**config.mk**
```make
export PLATFORM = sky130hd
export DESIGN_NAME = system_control_coprocessor_regs_top
export DESIGN_NICKNAME = d
export VERILOG_FILES = /design/src/hdl/scp_pkg.sv /design/src/hdl/scp_front.sv /design/src/hdl/scp_queue.sv /design/src/hdl/scp_back.sv /design/src/hdl/system_control_coprocessor_regs_top.sv
export SDC_FILE = /design/constraint.sdc
export NUM_CORES = 2
export LEC_CHECK = 0
export ABC_AREA = 1
export BUFFER_PORTS_ARGS = -buffer_cell sky130_fd_sc_hd__buf_2
export CAP_MARGIN = 0
export CORE_MARGIN = 2
export CORE_UTILIZATION = 65
export DETAILED_ROUTE_END_ITERATION = 16
export GPL_ROUTABILITY_DRIVEN = 0
export PLACE_DENSITY_LB_ADDON = 0.2
export SYNTH_ARGS = -nofsm -noshare
export SYNTH_HDL_FRONTEND = slang
export SYNTH_SLANG_ARGS = --single-unit
```
**constraint.sdc**
```tcl
create_clock -name clk_i -period 5.3 [get_ports clk_i]
set_input_delay 0.265 -clock clk_i [delete_from_list [all_inputs] [get_ports clk_i]]
set_output_delay 0.265 -clock clk_i [all_outputs]
set_load 0.01 [all_outputs]
```
**src/hdl/scp_pkg.sv**
```systemverilog
// shared types, constants and selector decode for the system control coprocessor
package scp_pkg;

  localparam int unsigned SelW       = 14;
  localparam int unsigned PlainCount = 29;
  localparam int unsigned SlotW      = 5;
  localparam int unsigned FsrW       = 12;

  localparam logic [SlotW-1:0] SlotDfsr = 5'd19;
  localparam logic [SlotW-1:0] SlotIfsr = 5'd20;
  localparam logic [SlotW-1:0] SlotDfar = 5'd21;
  localparam logic [SlotW-1:0] SlotIfar = 5'd22;

  localparam logic [31:0] CtrlVeBit    = 32'h0100_0000;
  localparam logic [31:0] CtrlVhBit    = 32'h0000_2000;
  localparam logic [31:0] CtrlForceBit = 32'h0040_0000;
  localparam logic [31:0] AsidMask     = 32'h0000_00ff;

  typedef enum logic [1:0] {
    REQ_READ  = 2'd0,
    REQ_WRITE = 2'd1,
    REQ_ABORT = 2'd2
  } req_e;

  typedef enum logic [1:0] {
    ST_OK        = 2'd0,
    ST_UNKNOWN   = 2'd1,
    ST_UNALIGNED = 2'd2
  } status_e;

  typedef enum logic [2:0] {
    OP_NOP,
    OP_ERR,
    OP_CONST_RD,
    OP_PLAIN_RD,
    OP_PLAIN_WR,
    OP_SYS_RD,
    OP_SYS_WR,
    OP_ABORT
  } op_e;

  typedef enum logic [2:0] {
    SYS_SCTLR,
    SYS_TTBR0,
    SYS_TTBR1,
    SYS_TTBCR,
    SYS_DACR,
    SYS_CTXID
  } sys_e;

  typedef struct packed {
    op_e              op;
    sys_e             sys;
    logic [SlotW-1:0] slot;
    logic [31:0]      data;
    logic [FsrW-1:0]  fsr;
  } item_t;

  typedef struct packed {
    logic             hit;
    logic [SlotW-1:0] slot;
  } plain_hit_t;

  typedef struct packed {
    logic        hit;
    logic [31:0] value;
  } id_hit_t;

  typedef struct packed {
    logic hit;
    sys_e sys;
  } sys_hit_t;

  function automatic logic [SelW-1:0] sel(input logic [3:0] n, input logic [2:0] o1,
                                          input logic [3:0] m, input logic [2:0] o2);
    sel = {n, o1, m, o2};
  endfunction

  localparam logic [SelW-1:0] PlainSel [PlainCount] = '{
    {4'd7, 3'd0, 4'd5, 3'd0},  {4'd7, 3'd0, 4'd5, 3'd1},
    {4'd7, 3'd0, 4'd5, 3'd6},  {4'd7, 3'd0, 4'd5, 3'd7},
    {4'd7, 3'd0, 4'd5, 3'd4},  {4'd7, 3'd0, 4'd10, 3'd1},
    {4'd7, 3'd0, 4'd10, 3'd4}, {4'd7, 3'd0, 4'd10, 3'd5},
    {4'd7, 3'd0, 4'd11, 3'd1}, {4'd7, 3'd0, 4'd14, 3'd1},
    {4'd8, 3'd0, 4'd5, 3'd0},  {4'd8, 3'd0, 4'd5, 3'd1},
    {4'd8, 3'd0, 4'd5, 3'd2},  {4'd8, 3'd0, 4'd6, 3'd0},
    {4'd8, 3'd0, 4'd6, 3'd1},  {4'd8, 3'd0, 4'd6, 3'd2},
    {4'd8, 3'd0, 4'd7, 3'd0},  {4'd8, 3'd0, 4'd7, 3'd1},
    {4'd8, 3'd0, 4'd7, 3'd2},  {4'd5, 3'd0, 4'd0, 3'd0},
    {4'd5, 3'd0, 4'd0, 3'd1},  {4'd6, 3'd0, 4'd0, 3'd0},
    {4'd6, 3'd0, 4'd0, 3'd2},  {4'd10, 3'd0, 4'd2, 3'd0},
    {4'd10, 3'd0, 4'd2, 3'd1}, {4'd0, 3'd2, 4'd0, 3'd0},
    {4'd1, 3'd0, 4'd0, 3'd2},  {4'd13, 3'd0, 4'd0, 3'd2},
    {4'd13, 3'd0, 4'd0, 3'd3}
  };

  function automatic plain_hit_t plain_lookup(input logic [SelW-1:0] s);
    plain_hit_t r;
    r = '0;
    for (int i = 0; i < PlainCount; i++) begin
      if (PlainSel[i] == s) begin
        r.hit  = 1'b1;
        r.slot = SlotW'(i);
      end
    end
    plain_lookup = r;
  endfunction

  function automatic id_hit_t id_lookup(input logic [SelW-1:0] s);
    id_hit_t r;
    r.hit   = 1'b1;
    r.value = '0;
    case (s)
      sel(4'd0, 3'd0, 4'd0, 3'd0): r.value = 32'd1092612097;
      sel(4'd0, 3'd0, 4'd0, 3'd1): r.value = 32'd2147500032;
      sel(4'd0, 3'd0, 4'd1, 3'd0): r.value = 32'd1;
      sel(4'd0, 3'd0, 4'd1, 3'd4): r.value = 32'd65539;
      sel(4'd0, 3'd0, 4'd1, 3'd5): r.value = 32'd0;
      sel(4'd0, 3'd0, 4'd2, 3'd0): r.value = 32'd65539;
      sel(4'd0, 3'd1, 4'd0, 3'd0): r.value = 32'd4026531848;
      sel(4'd0, 3'd1, 4'd0, 3'd1): r.value = 32'd0;
      default:                     r.hit   = 1'b0;
    endcase
    id_lookup = r;
  endfunction

  function automatic sys_hit_t sys_lookup(input logic [SelW-1:0] s);
    sys_hit_t r;
    r.hit = 1'b1;
    r.sys = SYS_SCTLR;
    case (s)
      sel(4'd1, 3'd0, 4'd0, 3'd0):  r.sys = SYS_SCTLR;
      sel(4'd2, 3'd0, 4'd0, 3'd0):  r.sys = SYS_TTBR0;
      sel(4'd2, 3'd0, 4'd0, 3'd1):  r.sys = SYS_TTBR1;
      sel(4'd2, 3'd0, 4'd0, 3'd2):  r.sys = SYS_TTBCR;
      sel(4'd3, 3'd0, 4'd0, 3'd0):  r.sys = SYS_DACR;
      sel(4'd13, 3'd0, 4'd0, 3'd1): r.sys = SYS_CTXID;
      default:                      r.hit = 1'b0;
    endcase
    sys_lookup = r;
  endfunction

endpackage

```
**src/hdl/scp_front.sv**
```systemverilog
// front end: takes request items and decodes the register selector into an operation
module scp_front (
  input  logic                        s_axis_tvalid,
  output logic                        s_axis_tready,
  input  logic [95:0]                 s_axis_tdata,
  input  logic [1:0]                  s_axis_tuser,
  input  logic                        q_full_i,
  output logic                        q_push_o,
  output scp_pkg::item_t              q_item_o
);

  logic [3:0]                 crn;
  logic [2:0]                 opc1;
  logic [3:0]                 crm;
  logic [2:0]                 opc2;
  logic [31:0]                write_data;
  logic [31:0]                fault_address;
  logic [9:0]                 fault_status;
  logic                       fault_is_write;
  logic [scp_pkg::SelW-1:0]   sel;
  scp_pkg::plain_hit_t        plain_hit;
  scp_pkg::id_hit_t           id_hit;
  scp_pkg::sys_hit_t          sys_hit;

  assign crn            = s_axis_tdata[3:0];
  assign opc1           = s_axis_tdata[6:4];
  assign crm            = s_axis_tdata[10:7];
  assign opc2           = s_axis_tdata[13:11];
  assign write_data     = s_axis_tdata[45:14];
  assign fault_address  = s_axis_tdata[77:46];
  assign fault_status   = s_axis_tdata[87:78];
  assign fault_is_write = s_axis_tdata[88];

  assign sel       = scp_pkg::sel(crn, opc1, crm, opc2);
  assign plain_hit = scp_pkg::plain_lookup(sel);
  assign id_hit    = scp_pkg::id_lookup(sel);
  assign sys_hit   = scp_pkg::sys_lookup(sel);

  assign s_axis_tready = !q_full_i;
  assign q_push_o      = s_axis_tvalid && !q_full_i;

  always_comb begin
    q_item_o      = '0;
    q_item_o.op   = scp_pkg::OP_NOP;
    q_item_o.sys  = sys_hit.sys;
    q_item_o.slot = plain_hit.slot;
    case (scp_pkg::req_e'(s_axis_tuser))
      scp_pkg::REQ_READ: begin
        if (plain_hit.hit) begin
          q_item_o.op = scp_pkg::OP_PLAIN_RD;
        end else if (id_hit.hit) begin
          q_item_o.op   = scp_pkg::OP_CONST_RD;
          q_item_o.data = id_hit.value;
        end else if (sys_hit.hit) begin
          q_item_o.op = scp_pkg::OP_SYS_RD;
        end else begin
          q_item_o.op = scp_pkg::OP_ERR;
        end
      end
      scp_pkg::REQ_WRITE: begin
        q_item_o.data = write_data;
        if (plain_hit.hit) begin
          q_item_o.op = scp_pkg::OP_PLAIN_WR;
        end else if (sys_hit.hit) begin
          q_item_o.op = scp_pkg::OP_SYS_WR;
        end else begin
          q_item_o.op = scp_pkg::OP_ERR;
        end
      end
      scp_pkg::REQ_ABORT: begin
        q_item_o.op   = scp_pkg::OP_ABORT;
        q_item_o.data = fault_address;
        q_item_o.fsr  = {fault_is_write, 1'b0, fault_status};
      end
      default: begin
        q_item_o.op = scp_pkg::OP_NOP;
      end
    endcase
  end

endmodule

```
**src/hdl/scp_queue.sv**
```systemverilog
// small first-in first-out queue of decoded operations between front and back
module scp_queue #(
  parameter int unsigned Depth = 2
) (
  input  logic           clk_i,
  input  logic           rst_ni,
  input  logic           push_i,
  input  scp_pkg::item_t push_item_i,
  output logic           full_o,
  input  logic           pop_i,
  output logic           empty_o,
  output scp_pkg::item_t head_o
);

  localparam int unsigned AddrW  = (Depth > 1) ? $clog2(Depth) : 1;
  localparam int unsigned CountW = $clog2(Depth + 1);

  scp_pkg::item_t    mem_q [Depth];
  logic [AddrW-1:0]  wr_ptr_q, wr_ptr_d;
  logic [AddrW-1:0]  rd_ptr_q, rd_ptr_d;
  logic [CountW-1:0] count_q, count_d;

  assign full_o  = (count_q == CountW'(Depth));
  assign empty_o = (count_q == '0);
  assign head_o  = mem_q[rd_ptr_q];

  always_comb begin
    wr_ptr_d = wr_ptr_q;
    rd_ptr_d = rd_ptr_q;
    count_d  = count_q;
    if (push_i) begin
      wr_ptr_d = (wr_ptr_q == AddrW'(Depth - 1)) ? '0 : wr_ptr_q + 1'b1;
    end
    if (pop_i) begin
      rd_ptr_d = (rd_ptr_q == AddrW'(Depth - 1)) ? '0 : rd_ptr_q + 1'b1;
    end
    if (push_i && !pop_i) begin
      count_d = count_q + 1'b1;
    end else if (pop_i && !push_i) begin
      count_d = count_q - 1'b1;
    end
  end

  always_ff @(posedge clk_i or negedge rst_ni) begin
    if (!rst_ni) begin
      wr_ptr_q <= '0;
      rd_ptr_q <= '0;
      count_q  <= '0;
    end else begin
      wr_ptr_q <= wr_ptr_d;
      rd_ptr_q <= rd_ptr_d;
      count_q  <= count_d;
    end
  end

  always_ff @(posedge clk_i) begin
    if (push_i) begin
      mem_q[wr_ptr_q] <= push_item_i;
    end
  end

endmodule

```
**src/hdl/scp_back.sv**
```systemverilog
// back end: register file, operation execute and result register
module scp_back (
  input  logic               clk_i,
  input  logic               rst_ni,
  input  logic [2:0]         walk_width_i,
  input  logic               q_empty_i,
  input  scp_pkg::item_t     q_head_i,
  output logic               q_pop_o,
  output logic               m_axis_tvalid,
  input  logic               m_axis_tready,
  output logic [111:0]       m_axis_tdata,
  output logic [1:0]         m_axis_tuser
);

  logic [31:0]       plain_q [scp_pkg::PlainCount];
  logic [31:0]       plain_wdata;
  logic              plain_we;
  logic              abort_we;
  logic [31:0]       ctrl_q, ctrl_d;
  logic [31:0]       ttbr0_q, ttbr0_d;
  logic [31:0]       ttbr1_q, ttbr1_d;
  logic [31:0]       ttbcr_q, ttbcr_d;
  logic [31:0]       dacr_q, dacr_d;
  logic [31:0]       ctxid_q, ctxid_d;
  logic              mmu_on_q, mmu_on_d;
  logic              align_q, align_d;
  logic              vec_high_q, vec_high_d;
  logic [31:0]       walk_base_q, walk_base_d;
  logic [7:0]        asid_q, asid_d;
  logic              out_valid_q, out_valid_d;
  logic [31:0]       rdata_q, rdata_d;
  scp_pkg::status_e  status_q, status_d;
  logic [3:0]        keep_from;
  logic [31:0]       base_mask;
  logic [31:0]       sys_rdata;
  scp_pkg::item_t    it;

  assign it        = q_head_i;
  assign q_pop_o   = !q_empty_i && (!out_valid_q || m_axis_tready);
  assign keep_from = 4'd14 - {1'b0, walk_width_i};
  assign base_mask = 32'hffff_ffff << keep_from;

  always_comb begin
    case (it.sys)
      scp_pkg::SYS_SCTLR: sys_rdata = ctrl_q;
      scp_pkg::SYS_TTBR0: sys_rdata = ttbr0_q;
      scp_pkg::SYS_TTBR1: sys_rdata = ttbr1_q;
      scp_pkg::SYS_TTBCR: sys_rdata = ttbcr_q;
      scp_pkg::SYS_DACR:  sys_rdata = dacr_q;
      scp_pkg::SYS_CTXID: sys_rdata = ctxid_q;
      default:            sys_rdata = '0;
    endcase
  end

  always_comb begin
    ctrl_d      = ctrl_q;
    ttbr0_d     = ttbr0_q;
    ttbr1_d     = ttbr1_q;
    ttbcr_d     = ttbcr_q;
    dacr_d      = dacr_q;
    ctxid_d     = ctxid_q;
    mmu_on_d    = mmu_on_q;
    align_d     = align_q;
    vec_high_d  = vec_high_q;
    walk_base_d = walk_base_q;
    asid_d      = asid_q;
    plain_we    = 1'b0;
    abort_we    = 1'b0;
    plain_wdata = it.data;
    rdata_d     = rdata_q;
    status_d    = status_q;
    out_valid_d = out_valid_q;
    if (m_axis_tready) begin
      out_valid_d = 1'b0;
    end
    if (q_pop_o) begin
      out_valid_d = 1'b1;
      rdata_d     = '0;
      status_d    = scp_pkg::ST_OK;
      case (it.op)
        scp_pkg::OP_ERR: begin
          status_d = scp_pkg::ST_UNKNOWN;
        end
        scp_pkg::OP_CONST_RD: begin
          rdata_d = it.data;
        end
        scp_pkg::OP_PLAIN_RD: begin
          rdata_d = plain_q[it.slot];
        end
        scp_pkg::OP_PLAIN_WR: begin
          plain_we = 1'b1;
        end
        scp_pkg::OP_SYS_RD: begin
          rdata_d = sys_rdata;
        end
        scp_pkg::OP_SYS_WR: begin
          case (it.sys)
            scp_pkg::SYS_SCTLR: begin
              mmu_on_d = it.data[0];
              align_d  = it.data[1];
              if ((it.data & scp_pkg::CtrlVeBit) == '0) begin
                vec_high_d = |(it.data & scp_pkg::CtrlVhBit);
              end
              if (it.data[1]) begin
                ctrl_d   = it.data;
                status_d = scp_pkg::ST_UNALIGNED;
              end else begin
                ctrl_d = it.data | scp_pkg::CtrlForceBit;
              end
            end
            scp_pkg::SYS_TTBR0: begin
              ttbr0_d     = it.data;
              walk_base_d = it.data & base_mask;
            end
            scp_pkg::SYS_TTBR1: begin
              ttbr1_d     = it.data;
              walk_base_d = it.data & base_mask;
            end
            scp_pkg::SYS_TTBCR: begin
              ttbcr_d     = it.data;
              walk_base_d = it.data & base_mask;
            end
            scp_pkg::SYS_DACR: begin
              dacr_d = it.data;
            end
            scp_pkg::SYS_CTXID: begin
              ctxid_d = it.data;
              asid_d  = 8'(it.data & scp_pkg::AsidMask);
            end
            default: begin
              status_d = scp_pkg::ST_UNKNOWN;
            end
          endcase
        end
        scp_pkg::OP_ABORT: begin
          abort_we = 1'b1;
        end
        default: begin
          status_d = scp_pkg::ST_OK;
        end
      endcase
    end
  end

  always_ff @(posedge clk_i or negedge rst_ni) begin
    if (!rst_ni) begin
      for (int i = 0; i < scp_pkg::PlainCount; i++) begin
        plain_q[i] <= '0;
      end
    end else if (plain_we) begin
      plain_q[it.slot] <= plain_wdata;
    end else if (abort_we) begin
      plain_q[scp_pkg::SlotDfar] <= it.data;
      plain_q[scp_pkg::SlotIfar] <= it.data;
      plain_q[scp_pkg::SlotDfsr] <= 32'(it.fsr);
      plain_q[scp_pkg::SlotIfsr] <= 32'(it.fsr);
    end
  end

  always_ff @(posedge clk_i or negedge rst_ni) begin
    if (!rst_ni) begin
      ctrl_q      <= '0;
      ttbr0_q     <= '0;
      ttbr1_q     <= '0;
      ttbcr_q     <= '0;
      dacr_q      <= '0;
      ctxid_q     <= '0;
      mmu_on_q    <= 1'b0;
      align_q     <= 1'b0;
      vec_high_q  <= 1'b0;
      walk_base_q <= '0;
      asid_q      <= '0;
      out_valid_q <= 1'b0;
      rdata_q     <= '0;
      status_q    <= scp_pkg::ST_OK;
    end else begin
      ctrl_q      <= ctrl_d;
      ttbr0_q     <= ttbr0_d;
      ttbr1_q     <= ttbr1_d;
      ttbcr_q     <= ttbcr_d;
      dacr_q      <= dacr_d;
      ctxid_q     <= ctxid_d;
      mmu_on_q    <= mmu_on_d;
      align_q     <= align_d;
      vec_high_q  <= vec_high_d;
      walk_base_q <= walk_base_d;
      asid_q      <= asid_d;
      out_valid_q <= out_valid_d;
      rdata_q     <= rdata_d;
      status_q    <= status_d;
    end
  end

  assign m_axis_tvalid = out_valid_q;
  assign m_axis_tuser  = status_q;
  assign m_axis_tdata  = {4'b0, ctrl_q[27], dacr_q, asid_q, walk_base_q,
                          vec_high_q, align_q, mmu_on_q, rdata_q};

endmodule

```
**src/hdl/system_control_coprocessor_regs_top.sv**
```systemverilog
// top level of the system control coprocessor register file
// an accepted item is written into the queue, then popped into the result register that drives m_axis_tvalid
// throughput: one item per cycle while the queue is not full; the result register stalls only on m_axis_tready
// a queue of QueueDepth decoded items lets the front keep accepting during output stalls
// reset: all registers, table walk width and queue state clear to zero; no clearing pass
module system_control_coprocessor_regs_top #(
  parameter int unsigned QueueDepth = 2
) (
  input  logic         clk_i,
  input  logic         rst_ni,
  input  logic         cfg_valid_i,
  output logic         cfg_ready_o,
  input  logic [2:0]   cfg_data_i,
  input  logic         s_axis_tvalid,
  output logic         s_axis_tready,
  // crn, opc1, crm, opc2, write_data, fault_address, fault_status, fault_is_write, zero pad
  input  logic [95:0]  s_axis_tdata,
  // req_type
  input  logic [1:0]   s_axis_tuser,
  output logic         m_axis_tvalid,
  input  logic         m_axis_tready,
  // read_data, mmu_enable, align_check, high_vectors, translation_base,
  // address_space_id, domain_access, nmfi, zero pad
  output logic [111:0] m_axis_tdata,
  // status
  output logic [1:0]   m_axis_tuser
);

  logic           walk_width_we;
  logic [2:0]     walk_width_q;
  logic           q_full;
  logic           q_push;
  logic           q_empty;
  logic           q_pop;
  scp_pkg::item_t q_push_item;
  scp_pkg::item_t q_head;

  assign cfg_ready_o   = 1'b1;
  assign walk_width_we = cfg_valid_i && cfg_ready_o;

  always_ff @(posedge clk_i or negedge rst_ni) begin
    if (!rst_ni) begin
      walk_width_q <= '0;
    end else if (walk_width_we) begin
      walk_width_q <= cfg_data_i;
    end
  end

  scp_front u_front (
    .s_axis_tvalid (s_axis_tvalid),
    .s_axis_tready (s_axis_tready),
    .s_axis_tdata  (s_axis_tdata),
    .s_axis_tuser  (s_axis_tuser),
    .q_full_i      (q_full),
    .q_push_o      (q_push),
    .q_item_o      (q_push_item)
  );

  scp_queue #(
    .Depth (QueueDepth)
  ) u_queue (
    .clk_i       (clk_i),
    .rst_ni      (rst_ni),
    .push_i      (q_push),
    .push_item_i (q_push_item),
    .full_o      (q_full),
    .pop_i       (q_pop),
    .empty_o     (q_empty),
    .head_o      (q_head)
  );

  scp_back u_back (
    .clk_i         (clk_i),
    .rst_ni        (rst_ni),
    .walk_width_i  (walk_width_q),
    .q_empty_i     (q_empty),
    .q_head_i      (q_head),
    .q_pop_o       (q_pop),
    .m_axis_tvalid (m_axis_tvalid),
    .m_axis_tready (m_axis_tready),
    .m_axis_tdata  (m_axis_tdata),
    .m_axis_tuser  (m_axis_tuser)
  );

endmodule
```
==> flow_results.org <==
** Routing
- Dividing the detail-routed wire length by the instance count gives 21.7 um.
- The routed layout has 48,400 vias.
- The final layout contains routed wiring with a total length of 166 mm.
- For this run, design rule violations remaining after detail routing come to 0.
- After the first detailed-routing iteration, the DRC count stood at 6,144.
- Via-per-instance ratio :: 6.35
- The count of nets left with antenna violations once routing finished came out at 0.
- Number of iterations in the first detailed-routing pass :: 6

** Clock tree
- In this run the deepest clock path goes through 3 buffers.
- TritonCTS created 135 clock buffers.
- # Post-CTS Setup Buffers :: 0
- Counting every sink on the clock net gives 1,303.
- Post-CTS repair changed the size of 0 cells.
- The clock reaches the later pin of the worst-skew pair after 750 ps.
- H-tree Lvls :: 4
- Clock-pin slew was measured on the worst setup and hold paths at 60 ps.
- In this run, post-CTS hold repair placed 85 buffers.
- TritonCTS built the clock tree.
- Library cell used as clock root buffer :: clkbuf_16

** Timing
- At the pin with the least slew margin, the transition time is 1240 ps.
- Setup slack closes at 1390 ps.
- Post-route fraction of the period consumed by the critical path :: 73.8%
- Derived from the worst setup path, the maximum achievable clock frequency is 0.256 GHz.
- Final worst path period need :: 3910 ps
- Hold is met by 17.9 ps.
- The number of slew-limit violations in the final report came to 0.
- Setup violation total in the final timing report :: 0
- Hold Vio Cnt, Final :: 0
- Clock skew on the completed layout was measured at 39.7 ps.
- Measured against its own limit, the worst slew margin works out to 17.1%.
- Post-route setup TNS :: 0 ps
- Setup repair after global routing left no endpoint under its margin.

** Yosys
- The synthesized netlist contains 49 unique library cells.
- The synthesized design contains 1,303 register bits.
- Of the total synthesized cell area, the portion taken by full adders, half adders and majority gates is 0.111%.
- Summing every instance area after synthesis gives 56,300 um2.
- Mapped Cells :: 6,323
- Largest family of logic cells by synthesized area :: compound AO/OA/AOI/OAI gates
- Simple logic cell fraction of the synthesized area :: 17.1%
- In the synthesized netlist, mux cells make up 0.0711% of the area.
- Each instance of the synthesized netlist takes up on average 8.90 um2.
- Synthesized-area fraction occupied by ao, oa, aoi and oai cells :: 18.4%
- For this run, the number of Yosys warnings is 0.
- Summing the areas of all xor and xnor instances in the mapped netlist gives 0.0467% of the synthesized area.
- Sequential fraction of the synthesis area :: 58.9%

** Final layout
- Summing all non-filler instances in the final layout gives an area of 63,700 um2.
- Leaving out fill and tap cells, the most frequent cells in the layout are nand2_1, dfrtp_1, o21ai_0.
- Share of post-route cells with drive strength above 1 :: 11.9%
- The area growth from synthesis to layout is 13.2%.
- Most frequent standard cell in the layout excluding fill and tap cells :: nand2_1
- Net count reported at finish :: 6,493

** Pwr
- Clk network pwr share :: 24.9%
- Peak ir drop on the vdd network :: 510 uV
- The share of total power dissipated in sequential elements is 39.0%.
- Standby leakage power :: 0.0293 uW
- Total internal power :: 23,400 uW
- Pwr dens :: 608 nW/um2
- Share of total power in combinational logic :: 36.0%
- Net switching is 39.6% of the power.
- For this design the total switching power over the nets is 15,400 uW.

** Global route
- The first global-routing pass estimated 260 mm of wire.
- The via count of the first global-routing pass was 46,600.
- Global routing used 37.1% of the available tracks.
- Gr ovfl total :: 0
- The initial antenna violation count came to 3.
- Largest net degree at the start of global routing :: 136

** Placement
- Before CTS, the worst setup slack after placement is 1560 ps.
- Once detailed placement completed, the half-perimeter wirelength came to 96.8 mm.
- Count of buffers from port buffering :: 210
- Summing all placed instances gives a cell area of 58,300 um2.

** Worst setup path
- CP Data Required Time :: 5860 ps
- The worst setup path is launched from a flip-flop.
- Setup CP Type :: reg2reg
- At the worst endpoint, the arrival time is 4470 ps.
- CP Capture Type :: flip-flop
- In this run the worst path has a maximum fanout of 32.

** Floorplanning
- The die covers 89,000 um2.
- Area of the core :: 85,500 um2
- I/O pins :: 223
- Cell Rows :: 107
- The floorplan step set the die width to 298 um.
- For this configuration, the core starts out at a cell density of 65.8%.
- In this run the vertical extent of the chip is 298 um.

** Run status
- The flow ran to the end, and the final reports show no timing, DRC or antenna violations.

** Job
- Max-cap violations in this run came to 0.

** Worst hold path
- Class of the tightest hold or removal check :: in2reg
power groups by stage:
stage	Clock (uW)	Sequential, uW	Combinational (uW)
floorplan	0	14800	8580
global placement	0	15000	13100
detailed placement	0	15100	13500
CTS	9690	15000	13700
global route	10100	15400	15100
finish	9660	15100	14000
sequential cells by signal (all words and copies together), names as in the netlist:
name                  cells
u_back.asid_q             7
u_back.ctrl_q            32
u_back.ctxid_q           25
u_back.dacr_q            32
u_back.m_axis_tuser       2
u_back.m_axis_tvalid      1
u_back.plain_q          928
u_back.rdata_q           32
u_back.ttbcr_q           32
u_back.ttbr0_q           32
u_back.ttbr1_q           32
u_back.vec_high_q         1
u_back.walk_base_q       32
u_queue.count_q           2
u_queue.mem_q           108
u_queue.rd_ptr_q          1
u_queue.wr_ptr_q          1
walk_width_q              3
synth_stat cells, drive strengths merged:
library cell	count	area, um2
xor2	1	8.76
o31ai	6	45.0
and3	31	194
nand4	83	519
a22oi	91	683
ha	5	62.6
nor2	228	878
a21o	1	7.51
edfxtp	108	3240
o21ai	1291	6470
o41ai	4	35.0
clkbuf	422	1580
buf	86	467
dfrtp	1195	29900
nand2	1717	6450
a221o	1	10.0
o21bai	3	22.5
nand3	110	551
nor2b	1	6.26
conb	2	7.51
nor3	24	186
or2	125	782
clkinv	7	26.3
o211ai	25	188
xnor2	2	17.5
nor4	1	6.26
a22o	15	131
nor4b	1	8.76
o22ai	312	1950
and2	3	18.8
mux2i	4	40.0
nand3b	3	22.5
a211oi	2	15.0
inv	262	983
o21a	3	22.5
a21oi	147	736
o2111a	1	11.3
cell type report:
type / count / area [um2]
inverters: 269 / 1010
repair buffers: 427 / 3140
multi-input cells: 4246 / 20400
clock buffers: 204 / 4120
well taps: 1144 / 1430
clock inverters: 38 / 428
flip-flops and latches: 1303 / 33200
diodes: 3 / 7.51
fillers: 5900 / 21800
metal layers:
| layer | vias to the layer above | track usage (%) | part of all wire (%) |
|---|---|---|---|
| met5 | - | 0 | 0.0072 |
| met4 | 2 | 18.0 | 4.9 |
| met3 | 509 | 5.63 | 9.0 |
| met2 | 2851 | 57.9 | 47 |
| met1 | 23700 | 51.7 | 39 |
| li1 | 21400 | - | - |
stage by stage:
step	util, %	power (uW)	instances
floorplan	-	23400	6326
detailed placement	68.2	28600	7304
CTS	74.5	38400	7631
global route	74.5	40700	7633
finish	74.5	38700	7634
global placement	68.2	28100	7304
worst max-delay path, stage by stage (launching register included):
cell     delay (ps)
dfrtp_4         540
inv_2           120
or2_1           230
o21ai_2         190
inv_2           210
nor3_4          860
nand2_1         220
nand2_1         490
inv_2           540
nand2_1         190
o21ai_0         100
cell families (layout without fill, tap and decap cells):
kind of cell | count (synthesis) | after routing
other | 2 | 8
multiplexers | 4 | 4
adder cells (fa/ha/maj) | 5 | 5
buffers and inverters | 777 | 938
XOR/XNOR | 3 | 3
AO/OA/AOI/OAI | 1902 | 1902
flip-flops | 1303 | 1303
AND/OR/NAND/NOR | 2327 | 2327
worst paths after layout:
| kind | slack (ps) | end | depth (start not counted) | start |
|---|---|---|---|---|
| max | 1390 | u_back.plain_q[270] | 10 | u_queue.rd_ptr_q |
| min | 20 | u_queue.wr_ptr_q | 5 | s_axis_tvalid |
| max reg2reg | 1390 | u_back.plain_q[270] | 10 | u_queue.rd_ptr_q |
| min reg2reg | 470 | u_back.rdata_q[29] | 2 | u_back.rdata_q[29] |
| max in group asynchronous | 3750 | u_back.plain_q[377] | 3 | rst_ni |
| min in group asynchronous | 220 | u_back.dacr_q[7] | 2 | rst_ni |
(Power assumes the default switching activity.)
